## src/rtl/core/fas_pkg.sv

```systemverilog
// Shared types and constants of the frame animation sequencer.
package fas_pkg;

  localparam logic [1:0] CMD_WRITE = 2'd0;
  localparam logic [1:0] CMD_SET   = 2'd1;
  localparam logic [1:0] CMD_TICK  = 2'd2;
  localparam logic [1:0] CMD_QUERY = 2'd3;

  localparam logic [1:0] KIND_NONE  = 2'd0;
  localparam logic [1:0] KIND_RANGE = 2'd1;
  localparam logic [1:0] KIND_SEQ   = 2'd2;

  localparam logic [1:0] ST_OK       = 2'd0;
  localparam logic [1:0] ST_INACTIVE = 2'd1;
  localparam logic [1:0] ST_REJECT   = 2'd2;
  localparam logic [1:0] ST_RANGE    = 2'd3;

  localparam logic [31:0] LCG_MUL  = 32'd1664525;
  localparam logic [31:0] LCG_ADD  = 32'd1013904223;
  localparam logic [31:0] RNG_SEED = 32'h12345678;

  typedef struct packed {
    logic [1:0]  cmd;
    logic [4:0]  anim;
    logic [4:0]  index_or_count;
    logic [15:0] pic;
    logic [15:0] end_pic;
    logic        random_tics;
    logic [15:0] dur_lo;
    logic [15:0] dur_hi;
    logic [1:0]  anim_kind;
    logic        oscillate;
    logic        animate;
  } in_t;

  typedef struct packed {
    logic [15:0] picture;
    logic [1:0]  status;
  } out_t;

  typedef struct packed {
    logic [15:0] pic;
    logic        rnd;
    logic [15:0] tmin;
    logic [15:0] tmax;
  } frame_t;

  typedef struct packed {
    logic [1:0]  kind;
    logic [4:0]  count;
    logic        osc;
    logic [15:0] rstart;
    logic [15:0] rend;
    logic [15:0] rtics;
    logic [4:0]  pos;
    logic [15:0] left;
    logic        dir;
  } chan_t;

  typedef struct packed {
    logic        start;
    logic [31:0] dividend;
    logic [16:0] divisor;
  } div_req_t;

  typedef struct packed {
    logic        busy;
    logic        done;
    logic [31:0] quot;
    logic [16:0] rem;
  } div_rsp_t;

  typedef enum logic [3:0] {
    S_IDLE, S_DEC, S_QDIV1, S_QDIV2, S_QMEM, S_TCH, S_TLOAD, S_TDIV, S_TSTEP
  } state_e;

endpackage

```

## src/rtl/core/fas_div.sv

```systemverilog
// Bit-serial restoring divider, one quotient bit per cycle.
module fas_div (
  input  logic              clk_i,
  input  logic              rst_ni,
  input  fas_pkg::div_req_t req_i,
  output fas_pkg::div_rsp_t rsp_o
);
  import fas_pkg::*;

  logic [4:0]  cnt_q, cnt_d;
  logic        busy_q, busy_d, done_q, done_d;
  logic [31:0] q_q, q_d;
  logic [16:0] r_q, r_d, d_q, d_d;
  logic [17:0] shifted, trial;

  always_comb begin
    cnt_d   = cnt_q;
    busy_d  = busy_q;
    done_d  = 1'b0;
    q_d     = q_q;
    r_d     = r_q;
    d_d     = d_q;
    shifted = {r_q, q_q[31]};
    trial   = shifted - {1'b0, d_q};
    if (req_i.start && !busy_q) begin
      busy_d = 1'b1;
      cnt_d  = 5'd31;
      q_d    = req_i.dividend;
      r_d    = '0;
      d_d    = req_i.divisor;
    end else if (busy_q) begin
      if (!trial[17]) begin
        r_d = trial[16:0];
        q_d = {q_q[30:0], 1'b1};
      end else begin
        r_d = shifted[16:0];
        q_d = {q_q[30:0], 1'b0};
      end
      cnt_d = cnt_q - 5'd1;
      if (cnt_q == 5'd0) begin
        busy_d = 1'b0;
        done_d = 1'b1;
      end
    end
  end

  always_ff @(posedge clk_i or negedge rst_ni) begin
    if (!rst_ni) begin
      cnt_q  <= '0;
      busy_q <= 1'b0;
      done_q <= 1'b0;
    end else begin
      cnt_q  <= cnt_d;
      busy_q <= busy_d;
      done_q <= done_d;
    end
  end

  always_ff @(posedge clk_i) begin
    q_q <= q_d;
    r_q <= r_d;
    d_q <= d_d;
  end

  assign rsp_o = '{busy: busy_q, done: done_q, quot: q_q, rem: r_q};
endmodule

```

## config.mk

```make
export PLATFORM = sky130hd
export DESIGN_NAME = fas_div
export DESIGN_NICKNAME = d
export VERILOG_FILES = /design/src/rtl/core/fas_pkg.sv /design/src/rtl/core/fas_div.sv
export SDC_FILE = /design/constraint.sdc
export NUM_CORES = 1
export LEC_CHECK = 0
export ABC_AREA = 0
export BUFFER_PORTS_ARGS = -buffer_cell sky130_fd_sc_hd__buf_2
export CORE_MARGIN = 2
export CORE_UTILIZATION = 24
export DETAILED_ROUTE_END_ITERATION = 8
export GPL_ROUTABILITY_DRIVEN = 0
export HOLD_SLACK_MARGIN = 0.03
export PLACE_DENSITY = 0.49
export SLEW_MARGIN = 15
export SYNTH_ARGS = -nofsm -noshare
export SYNTH_HDL_FRONTEND = slang
export SYNTH_SLANG_ARGS = --single-unit
```

## constraint.sdc

```tcl
create_clock -name clk_i -period 3 [get_ports clk_i]
set_clock_uncertainty 0.05 [all_clocks]
set_input_delay 0.15 -clock clk_i [delete_from_list [all_inputs] [get_ports clk_i]]
set_output_delay 0.15 -clock clk_i [all_outputs]
set_load 0.005 [all_outputs]
```

==> metrics.csv, run 1 <==
metric;value;unit
post-CTS setup buffers;0;
placement row count;46;
syn avg cell area;11.8;sq um
Register-to-Register Path Depth;10;
post-route ant nets;0;
CTS tree;yes;
Critical Path Sink Type;flop;
Cell variety after synth;45;
Worst-path clk slew;0.06;ns
vias in the first global route;2882;
Initial Util;0.244;
r2r setup slk;0.43;ns
CP Data Arrival Time;2.76;ns
Core ar.;0.0158;sq mm
clk sinks;73;
Top FF cell, synth;edfxtp_1;
setup violators final;0;
Reg-to-Reg Start;q_q[31];
status;finished, final reports clean;
Area after DPL;0.00461;sq mm
deepest clock path buffer count;2;
DR pass1 iterations;4;
final slew viol count;0;
total global routing track utilization;0.115;
Tmin final;2.57;ns
Remaining DRCs;0;
ratio of cells with drive above 1 in the final layout;0.371;
syn nets;399;
Hold WS;0.0579;ns
sequential-to-total area share from yosys stat;0.515;
Least-Margin Pin Slew;0.749;ns
drt wl/cell;14.0;um
HPWL after detailed placement;6.84;mm
max_cap viols;0;
vias per std cell;4.34;
Remaining Overflow, GRT;0;
CP Class;flop to flop;
EDFF count, synth;49;
fmax;389;MHz
Die Y-Extent;131;um
Slew headroom;0.498;
Die W;131;um
Ys Warns;0;
largest net degree at the start of global routing;40;
first-pass GRT wire length;15.0;mm
Root Driver;clkbuf_16;
Port Buf Inserts;102;
Worst VDD drop;336;uV
# IOs;103;
min-delay src;req_i[17];
register bit count reported by yosys;73;
hold depth;3;
pwr dens;1100;mW/mm^2
Post-Syn Instances;327;
asr flop ratio synth;0.0959;
crit-path max FO;3;
hold buffer count at cts;18;
initial antenna violation count;0;
startpoint types;flop;
Worst Hold Class;input port to flop;
Ant. Diodes;0;
die area;0.0171;sq mm
routed vias;2912;
Worst-Skew Late Latency;0.34;ns
setup TNS;0;ns
final hold violations;0;
leakage;2.18;nW
CTS HTree Levels;3;
RSZ-0062 raised after global routing;false;
number of CTS-inserted buffers;9;
Tcrit/Tclk final;0.857;
design area;0.00513;sq mm
nets;522;
Required @ worst endpoint;3.19;ns
total power;5.63;mW
post-cts sizing count;0;
Post-Route WL;9.40;mm
Hold Crit Endpoint;q_q[0];
P&R area growth vs syn;33.0;%
post-synthesis cell area;0.00386;sq mm
Reg2Reg Capture Point;r_q[16];
Iter 0 DRT Violations;174;
-- where the power goes --
| group | total (mW) | internal, mW | switching (mW) | leakage [nW] |
|---|---|---|---|---|
| registers | 1.89 | 1.59 | 0.302 | 0.725 |
| clock network | 1.26 | 0.817 | 0.443 | 0.163 |
| logic | 2.48 | 1.20 | 1.28 | 1.29 |
| total | 5.63 | 3.60 | 2.03 | 2.18 |
-- flip-flops by register name (all words and copies together), names as in the netlist --
signal  cells
d_q        17
done_q      1
busy_q      1
r_q        17
cnt_q       5
q_q        32
-- worst max-delay path by stage --
stage | cells past startpoint | startpoint | end | slack (ns)
5_1_grt | 10 | q_q[31] | r_q[16] | 0.22
3_5_place_dp | 10 | q_q[31] | r_q[16] | 0.48
2_1_floorplan | 5 | busy_q | q_q[23] | 0.69
4_1_cts | 10 | q_q[31] | r_q[16] | 0.42
3_3_place_gp | 10 | q_q[31] | r_q[16] | 0.54
6_report | 10 | q_q[31] | r_q[16] | 0.43
-- cell usage in the layout (no fill, tap or decap), types with 6 or more instances in the layout --
cell	netlist	final
a21oi_1	21	21
nor2_1	15	15
dfxtp_1	17	17
xor2_1	13	13
mux2_2	31	31
nand2b_1	6	6
buf_4	2	6
o311ai_1	6	6
dfrtp_1	7	7
nand3_1	14	14
buf_2	0	102
ha_1	19	19
clkbuf_16	0	9
nand2_1	27	27
edfxtp_1	49	49
inv_1	23	23
o211ai_1	6	6
dlygate4sd3_1	0	18
-- synth_stat cells, drive strengths merged, types with 2 or more instances --
cell,n,area [sq um]
clkbuf,6,22.5
inv,23,86.3
nor2,15,56.3
nand3,14,70.1
o211ai,7,66.3
nor2b,5,31.3
nand2,27,101
o21ai,11,62.6
dfrtp,7,175
a21oi,24,131
dfxtp,17,340
a21o,3,22.5
a211oi,2,15.0
mux2,31,349
nor3,3,15.0
a32oi,2,17.5
edfxtp,49,1470
mux2i,5,50.1
o22ai,2,12.5
ha,19,238
o31ai,2,15.0
xnor2,3,26.3
buf,8,60.1
o311ai,11,134
xor2,13,114
nand2b,6,37.5
-- kinds of logic after synthesis --
kind of cell             after synthesis  synth area share
AND/OR/NAND/NOR                       75            0.0901
buffers and inverters                 37            0.0438
multiplexers                          36             0.103
flip-flops                            73             0.515
AO/OA/AOI/OAI                         70             0.145
XOR/XNOR                              16            0.0363
adder cells (fa/ha/maj)               20            0.0668
-- final cells by class --
class	instances	area (sq um)
Clock buffer	10	229
Clock inverter	6	115
Fill cell	1612	10700
Inverter	23	86.3
Multi-Input combinational cell	217	1710
Sequential cell	73	1990
Tap cell	216	270
Timing Repair Buffer	126	736
-- worst max-delay path, cell delays in order (launching register included) --
cell      delay, ns
edfxtp_1       0.38
inv_1          0.06
ha_1           0.21
fa_1           0.39
nand2b_1       0.18
a21oi_1        0.27
o211ai_1       0.20
a21oi_1        0.23
a211oi_1       0.12
xor2_1         0.15
o311ai_1       0.24
-- routing by layer --
layer | track usage | wire length (um) | vias up
li1 | - | - | 1447
met1 | 0.144 | 4310 | 1397
met2 | 0.186 | 4550 | 60
met3 | 0.0330 | 389 | 8
met4 | 0.0451 | 148 | 0
met5 | 0 | 0 | -
-- stage by stage --
step / util / setup WS [ns] / cells
final: 0.324 / 0.430 / 671
after floorplan: - / 0.690 / 327
after CTS: 0.324 / 0.424 / 671
after global placement: 0.291 / 0.537 / 637
after global routing: 0.324 / 0.219 / 671
after detailed placement: 0.291 / 0.476 / 637
Power figures use the tool's default switching activity.
==> inputs of run 2 (changes only) <==
ABC_AREA = 1   (was 0)
PLACE_DENSITY = 0.48   (was 0.49)
==> run 2 against run 1 <==
Synthesized area grew 12%. Worst setup slack gained 0.22 ns. Final cell count grew 41%. Register-to-register slack gained 0.22 ns. Power grew 9.9%. Die area grew 11%. Largest power group unchanged.
==> metrics.csv, run 2 <==
metric;value;unit;change
deepest clock path buffer count;2;;unchanged
post-CTS setup buffers;0;;unchanged
vias in the first global route;4025;;+40%
HPWL after detailed placement;9.02;mm;+32%
setup violators final;0;;unchanged
part of the power in registers;0.315;;-0.020
Die W;138;um;+5.6%
Iter 0 DRT Violations;166;;-4.6%
Top FF cell, synth;edfxtp_1;;
initial antenna violation count;0;;unchanged
largest net degree at the start of global routing;53;;+33%
pwr dens;1080;mW/mm^2;-1.7%
total power;6.18;mW;+9.9%
Slew headroom;0.582;;+0.0834
cell with the most instances after synthesis;nand2_1;;
Remaining DRCs;0;;unchanged
Core ar.;0.0178;sq mm;+12%
crit-path max FO;6;;+3
first-pass GRT wire length;20.4;mm;+36%
post-route ant nets;0;;unchanged
Ys Warns;0;;unchanged
min-delay src;req_i[37];;
Worst Hold Class;input port to flop;;
Post-synth top cells;239 x nand2_1, 100 x inv_1, 53 x nand3_1;;
P&R area growth vs syn;32.9;%;about the same
Worst path most repeated cell;o21ai_0;;
cell taking the most area after synthesis;edfxtp_1;;
# IOs;103;;unchanged
Root Driver;clkbuf_16;;
Reg2Reg Capture Point;q_q[0];;
total global routing track utilization;0.133;;+0.0183
leakage;3.03;nW;+39%
placement row count;49;;+6.5%
EDFF count, synth;49;;unchanged
Least-Margin Pin Slew;0.627;ns;-0.121 ns
Area after DPL;0.00507;sq mm;+9.9%
Synth area leaders;edfxtp_1 34%, nand2_1 21%, inv_1 8.7%;;
Sw Ratio;0.441;;+0.0809
sequential-to-total area share from yosys stat;0.461;;-0.0544
final hold violations;0;;unchanged
Clk network pwr share;0.163;;-0.061
Tmin final;2.35;ns;-0.223 ns
Int Pwr;3.45;mW;-4.0%
Largest regs;q_q: 32 flops, d_q: 17 flops, r_q: 17 flops;;
CTS HTree Levels;3;;unchanged
Ant. Diodes;0;;unchanged
asr flop ratio synth;0.0959;;unchanged
fmax;426;MHz;+9.5%
post-synthesis cell area;0.00431;sq mm;+12%
Remaining Overflow, GRT;0;;unchanged
hold depth;3;;unchanged
slowest CP cell;ha_1;;
combinational power share;0.522;;+0.082
RSZ-0062 raised after global routing;false;;
Post-Syn Instances;571;;+75%
Register-to-Register Path Depth;7;;-3
Worst VDD drop;385;uV;+15%
Largest Register;q_q;;
Hold Crit Endpoint;q_q[20];;
Critical Path Sink Type;flop;;
max_cap viols;0;;unchanged
startpoint types;flop;;
clk sinks;73;;unchanged
design area;0.00574;sq mm;+12%
switching power;2.72;mW;+35%
CP Data Arrival Time;2.36;ns;-0.40 ns
Post-Route WL;12.5;mm;+33%
vias per std cell;4.15;;-4.3%
die area;0.0191;sq mm;+11%
Worst-path clk slew;0.06;ns;about the same
DR pass1 iterations;4;;unchanged
r2r setup slk;0.65;ns;+0.22 ns
CP max stage delay;0.40;ns;about the same
routed vias;3942;;+35%
worst path bufs/invs;0;;-1
Tcrit/Tclk final;0.782;;-0.0743
most common library cell in the layout ignoring fill and taps;nand2_1;;
Worst-Skew Late Latency;0.34;ns;about the same
register bit count reported by yosys;73;;unchanged
CTS tree;yes;;
Port Buf Inserts;102;;unchanged
drt wl/cell;13.2;um;-6.1%
number of CTS-inserted buffers;9;;unchanged
worst-path cell chain;ha_1 > a21oi_1 > o21ai_0 > nor2_4 > nand3_1 > nand2_2 > o21ai_0;;
syn avg cell area;7.56;sq um;-36%
Required @ worst endpoint;3.01;ns;-0.18 ns
syn nets;643;;+61%
CP Class;flop to flop;;
area fraction of the dominant cell type after synthesis;0.341;;-0.0403
Reg-to-Reg Start;r_q[13];;
nets;787;;+51%
Largest delay share family, worst path;simple AND/OR/NAND/NOR gates;;
final slew viol count;0;;unchanged
highest-count cells in the layout ignoring fill and taps;239 x nand2_1, 102 x buf_2, 100 x inv_1;;
Initial Util;0.243;;-0.00115
setup TNS;0;ns;unchanged
Die Y-Extent;138;um;+5.6%
Cell variety after synth;33;;-27%
max reg flops;32;;unchanged
ratio of cells with drive above 1 in the final layout;0.196;;-0.176
status;finished, final reports clean;;
[run 2: layout make-up]
type	instances	area, sq um
Tap cell	229	287
Fill cell	1935	12000
Sequential cell	73	1990
Inverter	103	387
Clock inverter	3	17.5
Timing Repair Buffer	148	956
Clock buffer	13	250
Multi-Input combinational cell	380	1850
[run 2: metrics by stage]
step                      setup slack, ns  hold slack (ns)  utilization  cells
after floorplan                      1.09           -0.196            -    571
after global placement              0.646          -0.0544        0.285    893
after detailed placement            0.665          -0.0561        0.285    893
after CTS                           0.632           0.0310        0.323    949
after global routing                0.468           0.0490        0.323    949
final                               0.653           0.0433        0.323    949
[run 2: per-layer routing]
layer / share of wire / track usage / vias up
met5: 0 / 0 / -
met4: 0.021 / 0.0478 / 0
met3: 0.055 / 0.0367 / 19
met2: 0.47 / 0.224 / 95
met1: 0.45 / 0.163 / 1762
li1: - / - / 2066
[run 2: worst max path at each step]
| stage | slack (ns) | from | end | cells past startpoint |
|---|---|---|---|---|
| 2_1_floorplan | 1.09 | q_q[31] | r_q[16] | 15 |
| 3_3_place_gp | 0.65 | r_q[13] | q_q[0] | 7 |
| 6_report | 0.65 | r_q[13] | q_q[0] | 7 |
| 3_5_place_dp | 0.67 | r_q[13] | q_q[0] | 7 |
| 4_1_cts | 0.63 | r_q[13] | q_q[0] | 7 |
| 5_1_grt | 0.47 | d_q[4] | q_q[0] | 12 |
[run 2: power groups by stage]
stage | Combinational, mW | Clock (mW) | Sequential [mW]
final | 3.23 | 1.01 | 1.95
after global routing | 3.72 | 1.08 | 2.01
after CTS | 3.27 | 1.04 | 1.96
after detailed placement | 3.22 | 0 | 1.96
after global placement | 3.21 | 0 | 1.98
after floorplan | 2.23 | 0 | 1.93
[run 2: worst register-to-register path, cell delays in order (launching register included)]
cell	delay, ns
dfxtp_1	0.34
ha_1	0.40
a21oi_1	0.23
o21ai_0	0.18
nor2_4	0.19
nand3_1	0.27
nand2_2	0.28
o21ai_0	0.12
[run 2: cells by family (layout without fill, tap and decap cells)]
kind of cell               count (synthesis)  count (layout)  synth area share
adders and majority gates                 20              20            0.0597
AOI/OAI and AO/OA                         18              18            0.0215
buffers and inverters                    118             267             0.112
DFF                                       73              73             0.461
and+or+nand+nor                          334             334             0.330
xor gates and xnor gates                   8               8            0.0162
[run 2: what timing repair did]
action                                  in CTS  in global routing
endpoints found under the setup margin       0                  0
hold buffers                                40                  0
gates resized for setup                      0                  0
hold endpoints to repair                    46                  0
==> inputs of run 3 (changes only) <==
clock period = 2.35 ns   (was 3 ns; I/O delays follow)
==> run 3 against run 2 <==
Via count rose by 2.4%. Combinational power rose by 35%. Clock power rose by 53%. Worst setup slack got worse by 0.48 ns. Final cell count rose by 1.7%. Sequential share of layout area fell by 1.4 points. Critical path depth rose by 2. Final area rose by 4.3%. Utilization rose by 1.4 points.
==> metrics.csv, run 3 (synthesis gave the netlist of run 2 again) <==
metric;value;unit;change
highest-count cells in the layout ignoring fill and taps;237 x nand2_1, 102 x buf_2, 100 x inv_1;;
Initial Util;0.243;;unchanged
Hold WS;0.0932;ns;+0.0499 ns
post-route ant nets;0;;unchanged
Port Buf Inserts;102;;unchanged
fmax;459;MHz;+7.7%
setup violators final;0;;unchanged
largest net degree at the start of global routing;53;;unchanged
Tmin final;2.18;ns;-0.168 ns
vias per std cell;4.18;;+0.74%
Die Y-Extent;138;um;unchanged
number of CTS-inserted buffers;9;;unchanged
Die W;138;um;unchanged
pwr dens;1400;mW/mm^2;+30%
first-pass GRT wire length;20.6;mm;+0.91%
startpoint types;flop;;
nets;803;;+2.0%
initial antenna violation count;0;;unchanged
# IOs;103;;unchanged
max reg flops;32;;unchanged
DR pass1 iterations;6;;+2
Post-Route WL;12.8;mm;+2.2%
Largest delay share family, worst path;simple AND/OR/NAND/NOR gates;;
routed vias;4038;;+2.4%
final slew viol count;0;;unchanged
Core ar.;0.0178;sq mm;unchanged
Iter 0 DRT Violations;180;;+8.4%
RSZ-0062 raised after global routing;false;;
CP Class;flop to flop;;
Reg-to-Reg Start;d_q[15];;
Worst-Skew Late Latency;0.34;ns;about the same
worst-path cell chain;inv_1 > ha_1 > nand2_1 > o21ai_0 > nor2_4 > nand2_2 > nand2_2 > nand2_4 > o21ai_0;;
deepest clock path buffer count;2;;unchanged
Root Driver;clkbuf_16;;
Required @ worst endpoint;2.36;ns;-0.65 ns
P&R area growth vs syn;38.7;%;
Ant. Diodes;0;;unchanged
Worst-path clk slew;0.06;ns;about the same
crit-path max FO;5;;-1
Slew headroom;0.296;;-0.286
Critical Path Sink Type;flop;;
CTS HTree Levels;3;;unchanged
dpl cells;898;;+0.56%
Remaining Overflow, GRT;0;;unchanged
Area after DPL;0.00510;sq mm;+0.74%
worst path bufs/invs;1;;+1
final cell count without fillers;965;;+1.7%
DP Worst Slack;0.0224;ns;-0.643 ns
Largest regs;q_q: 32 flops, d_q: 17 flops, r_q: 17 flops;;
CP max stage delay;0.36;ns;-0.04 ns
vias in the first global route;4096;;+1.8%
Largest Register;q_q;;
slowest CP cell;ha_1;;
Least-Margin Pin Slew;1.06;ns;+0.428 ns
Worst Hold Class;input port to asynchronous set/reset pin;;
max_cap viols;0;;unchanged
HPWL after detailed placement;9.00;mm;-0.20%
CP Data Arrival Time;2.19;ns;-0.17 ns
ratio of cells with drive above 1 in the final layout;0.207;;+0.0107
setup TNS;0;ns;unchanged
fin worst setup slack;0.171;ns;-0.482 ns
CTS tree;yes;;
die area;0.0191;sq mm;unchanged
total global routing track utilization;0.136;;+0.00283
CP startpoint;d_q[15];;
Tcrit/Tclk final;0.927;;+0.145
final hold violations;0;;unchanged
placement row count;49;;unchanged
leakage;3.13;nW;+3.4%
drt wl/cell;13.2;um;+0.53%
status;finished, final reports clean;;
clk sinks;73;;unchanged
Worst VDD drop;489;uV;+27%
Remaining DRCs;0;;unchanged
most common library cell in the layout ignoring fill and taps;nand2_1;;
design area;0.00598;sq mm;+4.3%
## run 3: changes by cell type in the layout (fill, tap and decap cells not counted), sizes merged
cell / previous run / this run
dlygate4sd3: 40 / 50
buf: 108 / 114
clkinvlp: 1 / 0
bufinv: 0 / 2
clkinv: 2 / 1
## run 3: routing by layer
metal	up-vias	share of wire	global-route usage	wire [um]
met2	126	0.47	0.231	6040
met5	-	0	0	0
met1	1803	0.45	0.164	5700
met4	0	0.022	0.0510	279
li1	2090	-	-	-
met3	19	0.058	0.0384	744
## run 3: power by group
part | switching (mW) | leakage, nW | internal (mW)
Clock | 0.563 | 0.160 | 0.988
Combinational | 2.64 | 2.25 | 1.72
Sequential | 0.396 | 0.717 | 2.09
Total | 3.60 | 3.13 | 4.80
## run 3: what timing repair did
action	4_1_cts	5_1_grt
setup endpoints to repair	0	11
gates resized for setup	0	7
setup buffers	0	1
hold endpoints to repair	56	0
hold buffers	50	0
## run 3: final timing paths
path / cells past startpoint / endpoint / slack [ns]
max in group asynchronous: 2 / cnt_q[2] / 1.99
min in group clk_i: 5 / r_q[12] / 0.24
max: 9 / q_q[0] / 0.17
min: 2 / cnt_q[0] / 0.09
max reg2reg: 9 / q_q[0] / 0.17
min reg2reg: 2 / r_q[12] / 0.43
## run 3: area by class of cell
type / count / area (sq um)
fillers: 1909 / 11800
clock inverters: 3 / 65.1
clock buffers: 13 / 260
flip-flops and latches: 73 / 1990
well taps: 229 / 287
multi-input cells: 380 / 1900
inverters: 103 / 387
repair buffers: 164 / 1100
## run 3: metrics by stage
stage,util,power (mW)
2_1_floorplan,-,5.31
3_3_place_gp,0.287,6.72
3_5_place_dp,0.287,6.70
4_1_cts,0.334,8.35
5_1_grt,0.337,9.19
6_report,0.337,8.40
## run 3: worst reg2reg max path: cells and delay by family (launching register included)
family / cells / cell delay (ns)
and+or+nand+nor: 5 / 0.67
adders and majority gates: 1 / 0.36
AOI/OAI and AO/OA: 2 / 0.45
buffers and inverters: 1 / 0.04
DFF: 1 / 0.32
